<file path="config.mk">
export PLATFORM = sky130hd
export DESIGN_NAME = hfn_raster_ctr
export DESIGN_NICKNAME = d
export VERILOG_FILES = /design/src/rtl/core/hfn_pkg.sv /design/src/rtl/core/hfn_raster_ctr.sv
export SDC_FILE = /design/constraint.sdc
export NUM_CORES = 1
export LEC_CHECK = 0
export ABC_AREA = 1
export BUFFER_PORTS_ARGS = -buffer_cell sky130_fd_sc_hd__buf_4
export CAP_MARGIN = 25
export CORE_UTILIZATION = 45
export DETAILED_ROUTE_END_ITERATION = 8
export PLACE_DENSITY = 0.64
export SLEW_MARGIN = 20
export SYNTH_ARGS = -nofsm -noshare
export SYNTH_HDL_FRONTEND = slang
export SYNTH_SLANG_ARGS = --single-unit
</file>
<file path="constraint.sdc">
create_clock -name aclk -period 1.8 [get_ports aclk]
set_input_delay 0.27 -clock aclk [delete_from_list [all_inputs] [get_ports aclk]]
set_output_delay 0.27 -clock aclk [all_outputs]
set_load 0.01 [all_outputs]
</file>
<file path="src/rtl/core/hfn_pkg.sv">
// Package for the raster hole filler: image size, coordinate width and the
// per-pixel position record shared by the counter and the top level.
// No dependencies.
`default_nettype none

package hfn_pkg;

    localparam int ImageSize = 256;
    localparam int CoordW    = (ImageSize > 1) ? $clog2(ImageSize) : 1;
    localparam int PixelW    = 32;

    typedef logic [CoordW-1:0] coord_t;
    typedef logic [PixelW-1:0] pixel_t;

    // Position of one pixel in the frame, decoded from the raster counters
    typedef struct packed {
        coord_t col;
        logic   inner;
        logic   last;
    } pos_t;

endpackage

`default_nettype wire

</file>
<file path="src/rtl/core/hfn_raster_ctr.sv">
// Row and column counters for the incoming raster, with frame restart and
// wrap, and decode of border and last-pixel flags. Depends on hfn_pkg.
`default_nettype none

module hfn_raster_ctr (
    input  wire logic        aclk,
    input  wire logic        aresetn,
    input  wire logic        accept,
    input  wire logic        frame_start,
    output hfn_pkg::pos_t    pos
);
    import hfn_pkg::*;

    localparam coord_t LastCoord = CoordW'(ImageSize - 1);
    localparam coord_t Zero      = '0;

    coord_t col_reg, col_next;
    coord_t row_reg, row_next;
    coord_t col, row;

    // A frame start puts this pixel at the origin
    assign col = frame_start ? Zero : col_reg;
    assign row = frame_start ? Zero : row_reg;

    always_comb begin
        pos.col   = col;
        pos.inner = (row != Zero) && (row != LastCoord) &&
                    (col != Zero) && (col != LastCoord);
        pos.last  = (row == LastCoord) && (col == LastCoord);
    end

    always_comb begin
        col_next = col_reg;
        row_next = row_reg;
        if (accept) begin
            if (col == LastCoord) begin
                col_next = Zero;
                row_next = (row == LastCoord) ? Zero : row + CoordW'(1);
            end else begin
                col_next = col + CoordW'(1);
                row_next = row;
            end
        end
    end

    always_ff @(posedge aclk) begin
        if (!aresetn) begin
            col_reg <= '0;
            row_reg <= '0;
        end else begin
            col_reg <= col_next;
            row_reg <= row_next;
        end
    end

endmodule

`default_nettype wire

</file>
* Word level (Yosys, flattened, before mapping) *
Index checks and enable logic that the tools add are counted.

word-level totals
  flip-flop bits (word level) = 16
  output and inout bits = 10
  bits of input ports = 4
  word-level logic and storage cells = 19

cells by class
  reductions and logical operators = 6
  eq/ne operators = 4
  add/subtract/negate cells = 2
  multiplexer cells = 5

operators by type and width
  operator             number
  $mux 8               5
  $add 8x1->8 const B  2
  $eq 8x8->1 const B   2
  $ne 8x8->1 const B   2
  $reduce_bool 8->1    2
  $logic_and 1x1->1    4

* Logic depth before layout (Yosys ltp) *
Gate-level depths: netlist of run 1.

  word-level depth = 5
  depth in mapped cells = 13
  mapped depth without buffers = 12

* Worst setup path after synthesis of run 1 *
OpenSTA, ideal clock, no wires.

  path type = input to register
  start point = in frame_start
  end point = reg row_reg[3]
  data arrival time = 1.761 ns
  required time = 1.668 ns
  stages = 10
  path slack = -0.093 ns
  library setup time = 0.132 ns
  buffers on the path = 1
  cell sequence = clkbuf_1 > nor2_1 > ha_1 > nand2_1 > nor2_2 > nand3_1 > nor2_1 > nor2_2 > nand2_1 > a21oi_1

RTL lines
  element               RTL line              RTL
  start, declared       hfn_raster_ctr.sv:9   input wire logic frame_start,
  end signal, assigned  hfn_raster_ctr.sv:52  row_reg <= row_next;
  end, declared         hfn_raster_ctr.sv:18  coord_t row_reg, row_next;

==> flow_summary.ini, run 1 <==
[detailed_routing]
dr.first_iter.drc_count = 37
post_drt_wl_per_cell_um = 12.5
vias_per_cell = 5.15
drc_errors = 0
via_count = 1257
drt_wl_total_um = 3050
firstDrtPassIters = 4
postRouteAntennaNets = 0

[yosys]
seq_area_frac_synth = 0.296
ys.warnings.count = 0
synth_ff_type = dfxtp_1
yosys-top-cells-count = nand2_1 (59), inv_1 (26), nor2_1 (25)
synthTopCellsByArea = dfxtp_1 (30%), nand2_1 (20%), inv_1 (9.0%)
synth_enable_flop_cells = 0
ys_types = 17
netlist.area_leader.share = 0.296
yosysMostFrequentCell = nand2_1
synth_seq_cells = 16
syn-cell-area_mm2 = 0.00108
syn_nets = 193
synthCells = 185
synthArstFlopShare = 0
synth_area_leader_cell = dfxtp_1
syn_avg_cell_area_um2 = 5.85

[cts]
cts.path.max_buffers = 2
path_clk_slew_ps = 100
ctsHoldBuffers = 0
clkLatencyLatePin_ps = 300
cts_sinks = 16
root_buffer = clkbuf_4
cts_tree = yes
cts_buffers = 3
htree_levels = 1

[placement]
gp_congestion = 0.884
io_buffers = 13
dpl.hpwl_um = 2120
dp_cells = 232

[sta]
setup_violations = 2
layout_min_cycle_time_ps = 1890
setup_tns_ps = -133
setup_ws_ps = -91.3
finalClockSkew_ps = 2.44
max_slew.worst_pin.slew_ps = 462
finalMaxSlewViolations = 0
rsz0062_at_grt = true
relSlewSlack = 0.692
clock.fmax_mhz = 529
fin_hold_ws_ps = 225
min_period_over_period = 1.05
hold_viol = 0

[power_and_ir_drop]
p_int_w = 0.000507
combPwrFrac = 0.106
switching_share = 0.261
p_leak_nw = 0.625
p_sw_w = 0.000179
p_total_w = 0.000685
seqPwrFrac = 0.523
p_clk_frac = 0.371
peakVddDrop_mv = 0.370
power_density_mw_per_mm2 = 458

[global_route]
top_usage_layer = met2
grt_pass1_vias = 1179
grt_max_degree = 15
gr-usage-met2 = 0.485
overflow = 0
grt_pass1_wl_um = 5020
grt_use_met3 = 0.0268
antenna_found_initial = 0
track_usage = 0.259
met1_usage = 0.292

[outcome]
violations = negative setup slack
status = complete, but fails checks

[floorplanning]
die-area_mm2 = 0.00261
die_x_um = 51.0
num_rows = 17
floorplan.initialDensity = 0.485
io_pins = 14
core_mm2 = 0.00223
die_h_um = 51.0

[final_layout]
fillerInstances = 203
layout.nets = 225
seqCellArea_um2 = 325
drive_above_1_share = 0.306
multi_input_area_um2 = 739
antenna_cells = 0
stdcell_count = 244
synthToLayoutAreaGrowth_pct = 38.3

[setup_path]
r2r_start = col_reg[0]$_SDFFE_PN0P_
cp_data_required_time_ps = 1530
cp_max_fo = 3
start_kind = flip-flop
path_class = flip-flop to output port
crit_arrival_ps = 1620
critPathLaunch = col_reg[0]$_SDFFE_PN0P_
end_kind = output port

[hold_path]
hp-class = input port to flip-flop
worstHoldStart = aresetn

[job]
maxCapViolCount = 0
critical path: stages, from the launching register on:
cell and delay [ps]:
dfxtp_2 350, inv_2 50, nor2_4 130, ha_4 160, nand2_2 60, nor2_4 150, nand2_2 100, nor2_4 110
nor3_2 60, buf_4 140
power by group through the flow:
stage	Combinational [W]	Clock, W	Sequential (W)
6_report	0.0000728	0.000254	0.000358
5_1_grt	0.0000784	0.000269	0.000359
3_5_place_dp	0.0000563	0	0.000366
3_3_place_gp	0.0000550	0	0.000365
2_1_floorplan	0.0000304	0	0.000365
4_1_cts	0.0000671	0.000251	0.000358
cell usage in the layout, fill, tap and decap left out, types with 2 or more instances in the layout:
master and instances:
a21oi_1 16, buf_4 27, buf_6 3, clkbuf_4 3
dfxtp_1 12, dfxtp_2 4, ha_4 2, inv_1 22
inv_2 4, nand2_1 56, nand2_2 5, nand3_1 10
nand3_2 2, nor2_1 20, nor2_2 4, nor2_4 5
nor3_1 3, o21ai_0 5, o21ai_1 2, xor2_1 2
through the flow:
| stage | util | setup WS [ps] | area (um2) |
|---|---|---|---|
| floorplan | - | 12.5 | 1090 |
| CTS | 0.641 | -96.4 | 1430 |
| detailed placement | 0.575 | 24.8 | 1280 |
| global route | 0.670 | -140 | 1500 |
| finish | 0.670 | -91.3 | 1500 |
| global placement | 0.575 | 29.1 | 1280 |
path summary, 6_finish.rpt:
| kind | end | slack (ps) | cells past startpoint |
|---|---|---|---|
| setup / recovery | pos[1] | -90 | 9 |
| hold / removal | row_reg[6]$_SDFFE_PN0P_ | 220 | 3 |
| setup reg to reg | row_reg[3]$_SDFFE_PN0P_ | 60 | 14 |
| hold reg to reg | row_reg[2]$_SDFFE_PN0P_ | 480 | 2 |
per-layer routing:
| layer | wire (um) | share of wire |
|---|---|---|
| met2 | 1610 | 0.53 |
| met5 | 0 | 0 |
| met1 | 1260 | 0.41 |
| met4 | 51 | 0.017 |
| met3 | 122 | 0.040 |
final cells by class:
class                      instances  area share
tap                               28      0.0234
timing repair buffer              31       0.171
clock buffer                       4      0.0242
inverter                          27      0.0694
sequential                        16       0.217
multi-input combinational        138       0.494
cells by family after synthesis:
logic type,count (synthesis),synth area share
AO/OA/AOI/OAI,24,0.111
XOR/XNOR,2,0.0162
adder cells (fa/ha/maj),4,0.0462
buffers and inverters,31,0.114
flip-flops,16,0.296
AND/OR/NAND/NOR,108,0.416
repair_timing:
| action | CTS | global route |
|---|---|---|
| gates resized for setup | 25 | 11 |
| buffers inserted | 4 | 4 |
| pin swaps | 8 | 10 |
| endpoints found under the setup margin | 2 | 7 |
Power figures use the tool's default switching activity.
==> run 2: changes to the inputs <==
Settings changed: MAX_ROUTING_LAYER from default to met4.
==> flow_summary.ini, run 2 (synthesis results as in run 1) <==
[outcome]
status = complete, but fails checks
violations = negative setup slack

[cts]
clkLatencyLatePin_ps = 300
htree_levels = 1
path_clk_slew_ps = 100
root_buffer = clkbuf_4
cts_buffers = 3
cts_tree = yes
cts_sinks = 16
cts.path.max_buffers = 2
ctsHoldBuffers = 0

[final_layout]
layout_common_cells = nand2_1 (56), buf_4 (27), inv_1 (22)
utilization = 0.670
layout.nets = 225
seqCellArea_um2 = 325
antenna_cells = 0
synthToLayoutAreaGrowth_pct = 38.3
final_common_cell = nand2_1
drive_above_1_share = 0.306
multi_input_area_um2 = 739
fillerInstances = 203

[floorplanning]
num_rows = 17
die-area_mm2 = 0.00261
floorplan.initialDensity = 0.485
die_h_um = 51.0
die_x_um = 51.0
io_pins = 14
core_mm2 = 0.00223

[power_and_ir_drop]
p_leak_nw = 0.625
peakVddDrop_mv = 0.370
p_int_w = 0.000507
power_density_mw_per_mm2 = 458
switching_share = 0.261
p_sw_w = 0.000179
seqPwrFrac = 0.522
p_clk_frac = 0.371
combPwrFrac = 0.106
p_total_w = 0.000686

[global_route]
antenna_found_initial = 0
overflow = 0
track_usage = 0.266
grt_pass1_vias = 1180
grt_pass1_wl_um = 5020
grt_max_degree = 15

[detailed_routing]
dr.first_iter.drc_count = 37
vias_per_cell = 5.15
drt_wl_total_um = 3070
firstDrtPassIters = 4
postRouteAntennaNets = 0
drc_errors = 0
via_count = 1257
post_drt_wl_per_cell_um = 12.6

[setup_path]
crit_path_frequent_cell = nor2_4
r2r_start = col_reg[0]$_SDFFE_PN0P_
crit_chain = inv_2, nor2_4, ha_4, nand2_2, nor2_4, nand2_2, nor2_4, nor3_2, buf_4
path_buf_inv = 2
cp_max_fo = 3
end_kind = output port
slowest_stage = dfxtp_2
crit_arrival_ps = 1620
path_depth = 9
cp_data_required_time_ps = 1530
cp_top_family = simple AND/OR/NAND/NOR gates
reg2reg_depth = 14
cpPeakStageDelay_ps = 350
reg2reg_slack_ps = 60
start_kind = flip-flop
path_class = flip-flop to output port
rr_endpoint = row_reg[3]$_SDFFE_PN0P_

[hold_path]
hp-class = input port to flip-flop
worstHoldStart = aresetn
min_path_cells = 3
hold_end = row_reg[6]$_SDFFE_PN0P_

[sta]
finalMaxSlewViolations = 0
relSlewSlack = 0.691
setup_ws_ps = -89.9
rsz0062_at_grt = true
min_period_over_period = 1.05
clock.fmax_mhz = 529
finalClockSkew_ps = 2.86
setup_violations = 2
max_slew.worst_pin.slew_ps = 463
layout_min_cycle_time_ps = 1890
hold_viol = 0

[placement]
dpl.hpwl_um = 2120
io_buffers = 13
gp_congestion = 0.899

[job]
maxCapViolCount = 0
[run 2: how the worst max path moves through the flow]
stage                         endpoint  slack [ps]                     from
6_report                        pos[1]         -90  col_reg[0]$_SDFFE_PN0P_
5_1_grt                         pos[1]        -140  col_reg[0]$_SDFFE_PN0P_
4_1_cts                         pos[1]        -100  col_reg[0]$_SDFFE_PN0P_
3_5_place_dp   row_reg[3]$_SDFFE_PN0P_          20              frame_start
3_3_place_gp                    pos[0]          30              frame_start
2_1_floorplan  row_reg[3]$_SDFFE_PN0P_          10              frame_start
[run 2: power groups by stage]
stage / sequential [W] / combinational (W) / clock [W]
final: 0.000358 / 0.0000729 / 0.000255
after global routing: 0.000359 / 0.0000784 / 0.000269
after floorplan: 0.000365 / 0.0000304 / 0
after detailed placement: 0.000366 / 0.0000563 / 0
after global placement: 0.000365 / 0.0000550 / 0
after CTS: 0.000358 / 0.0000671 / 0.000251
[run 2: layout make-up]
type                            instances  share of cell area
Tap cell                               28              0.0234
Inverter                               27              0.0694
Timing Repair Buffer                   31               0.171
Sequential cell                        16               0.217
Clock buffer                            4              0.0242
Multi-Input combinational cell        138               0.494
[run 2: worst register-to-register path: cells and delay by family, from the launching register on]
kind / cells / cell delay, ps
compound gates: 1 / 60
flops: 1 / 350
fa+ha+maj: 1 / 160
simple gates: 9 / 750
buf+inv: 3 / 290
[run 2: through the flow]
stage	setup WS [ps]	instance area (um2)	TNS [ps]	hold WS (ps)	std cells
2_1_floorplan	12.5	1090	0	408	185
3_3_place_gp	29.1	1280	0	455	232
3_5_place_dp	24.8	1280	0	465	232
4_1_cts	-96.4	1430	-128	226	240
5_1_grt	-140	1500	-433	232	244
6_report	-89.9	1500	-132	225	244
[run 2: what timing repair did]
| action | 4_1_cts | 5_1_grt |
|---|---|---|
| endpoints found under the setup margin | 2 | 7 |
| pin swaps | 8 | 10 |
| setup buffers | 4 | 4 |
| gates resized for setup | 25 | 11 |
[run 2: layer usage]
layer | part of all wire | up-vias | global-route usage
met1 | 0.42 | 576 | 0.292
li1 | - | 637 | -
met2 | 0.53 | 39 | 0.485
met5 | 0 | - | -
met3 | 0.042 | 5 | 0.0268
met4 | 0.014 | 0 | 0.106
==> run 3: changes to the inputs <==
Settings changed: CORE_UTILIZATION 45 to 50, PLACE_DENSITY 0.64 to 0.7.
==> flow_summary.ini, run 3 (synthesis results as in run 1) <==
[outcome]
status = complete, but fails checks
violations = negative setup slack

[setup_path]
crit_arrival_ps = 1620
cp_max_fo = 3
path_buf_inv = 2
crit_chain = inv_1, nor2_2, ha_2, nand2_1, nor2_2, nand2_2, o21ai_2, nor3_2, buf_4
reg2reg_depth = 14
rr_endpoint = row_reg[3]$_SDFFE_PN0P_
cp_data_required_time_ps = 1530
slowest_stage = dfxtp_2
end_kind = output port
path_class = flip-flop to output port
start_kind = flip-flop
crit_path_frequent_cell = nor2_2
cpPeakStageDelay_ps = 350
cp_top_family = simple AND/OR/NAND/NOR gates
reg2reg_slack_ps = 50
r2r_start = col_reg[0]$_SDFFE_PN0P_

[floorplanning]
num_rows = 16
die_h_um = 48.5
floorplan.initialDensity = 0.541
die-area_mm2 = 0.00235
core_mm2 = 0.00200
io_pins = 14
die_x_um = 48.5

[detailed_routing]
firstDrtPassIters = 4
via_count = 1311
dr.first_iter.drc_count = 79
postRouteAntennaNets = 0
drc_errors = 0
post_drt_wl_per_cell_um = 12.8
vias_per_cell = 5.37
drt_wl_total_um = 3140

[sta]
finalClockSkew_ps = 2.26
max_slew.worst_pin.slew_ps = 502
setup_violations = 2
layout_min_cycle_time_ps = 1890
relSlewSlack = 0.665
min_period_over_period = 1.05
finalMaxSlewViolations = 0
hold_viol = 0
clock.fmax_mhz = 529
setup_tns_ps = -161
rsz0062_at_grt = true
setup_ws_ps = -89.0

[power_and_ir_drop]
combPwrFrac = 0.112
p_total_w = 0.000627
p_leak_nw = 0.634
peakVddDrop_mv = 0.400
switching_share = 0.266
power_density_mw_per_mm2 = 424
p_int_w = 0.000460
p_clk_frac = 0.317
seqPwrFrac = 0.571
p_sw_w = 0.000167

[hold_path]
hold_end = col_reg[4]$_SDFFE_PN0P_
worstHoldStart = aresetn
hp-class = input port to flip-flop
min_path_cells = 3

[final_layout]
final_common_cell = nand2_1
utilization = 0.738
fillerInstances = 164
layout_common_cells = nand2_1 (57), buf_4 (32), inv_1 (23)
antenna_cells = 0
layout.nets = 227
drive_above_1_share = 0.304
synthToLayoutAreaGrowth_pct = 36.5

[global_route]
grt_max_degree = 15
track_usage = 0.269
overflow = 0
grt_pass1_wl_um = 4770
antenna_found_initial = 0
grt_pass1_vias = 1126

[cts]
clkLatencyLatePin_ps = 290
root_buffer = clkbuf_4
cts_buffers = 3
cts_tree = yes
cts.path.max_buffers = 2
cts_sinks = 16
path_clk_slew_ps = 100
htree_levels = 1

[job]
maxCapViolCount = 0

[placement]
io_buffers = 13
gp_congestion = 0.908
dpl.hpwl_um = 1980
## run 3: cell types whose count changed in the layout (fill, tap and decap cells not counted), sizes merged
cell	before	now
clkbuf	4	3
buf	31	33
## run 3: power by group through the flow
stage          combinational [W]  clock [W]  sequential (W)
3_3_place_gp           0.0000526          0        0.000365
3_5_place_dp           0.0000533          0        0.000366
5_1_grt                0.0000764   0.000209        0.000358
2_1_floorplan          0.0000304          0        0.000365
6_report               0.0000702   0.000199        0.000358
4_1_cts                0.0000661   0.000195        0.000358
## run 3: worst max-delay path by stage
| stage | to | slack (ps) | depth (start not counted) | startpoint |
|---|---|---|---|---|
| after floorplan | row_reg[3]$_SDFFE_PN0P_ | 10 | 10 | frame_start |
| after global placement | pos[1] | 50 | 11 | frame_start |
| after detailed placement | row_reg[6]$_SDFFE_PN0P_ | 4 | 13 | frame_start |
| after CTS | pos[1] | -30 | 9 | col_reg[1]$_SDFFE_PN0P_ |
| after global routing | pos[1] | -160 | 9 | row_reg[1]$_SDFFE_PN0P_ |
| final | pos[1] | -90 | 9 | row_reg[1]$_SDFFE_PN0P_ |
## run 3: tightest hold or removal path: cells and delay by family
| family | cells | cell delay, ps |
|---|---|---|
| AOI/OAI and AO/OA | 2 | 100 |
| buffers and inverters | 1 | 120 |
## run 3: routing by layer
layer  track usage  vias up  share of wire
li1              -      640              -
met1         0.319      604           0.42
met2         0.462       54           0.51
met3        0.0503       13          0.049
met4        0.0833        0          0.018
met5             -        -              0
## run 3: layout make-up
class	instances	area (um2)	area share
Multi-Input combinational cell	138	743	0.503
Inverter	27	101	0.0686
Timing Repair Buffer	33	251	0.170
Clock buffer	3	22.5	0.0152
Tap cell	27	33.8	0.0229
Sequential cell	16	325	0.220
## run 3: what timing repair did
item	CTS	global route
hold buffers	0	0
buffers inserted	6	6
endpoints found under the setup margin	2	3
resized for setup	23	9
pin swaps	8	9
## run 3: through the flow
step                cells  worst slack, ps  instance area (um2)  hold slack (ps)
global placement      229             51.1                 1260              457
finish                244            -89.0                 1480              233
global route          244             -159                 1480              242
detailed placement    229             3.60                 1260              457
floorplan             185             12.5                 1090              408
CTS                   238            -32.3                 1400              237
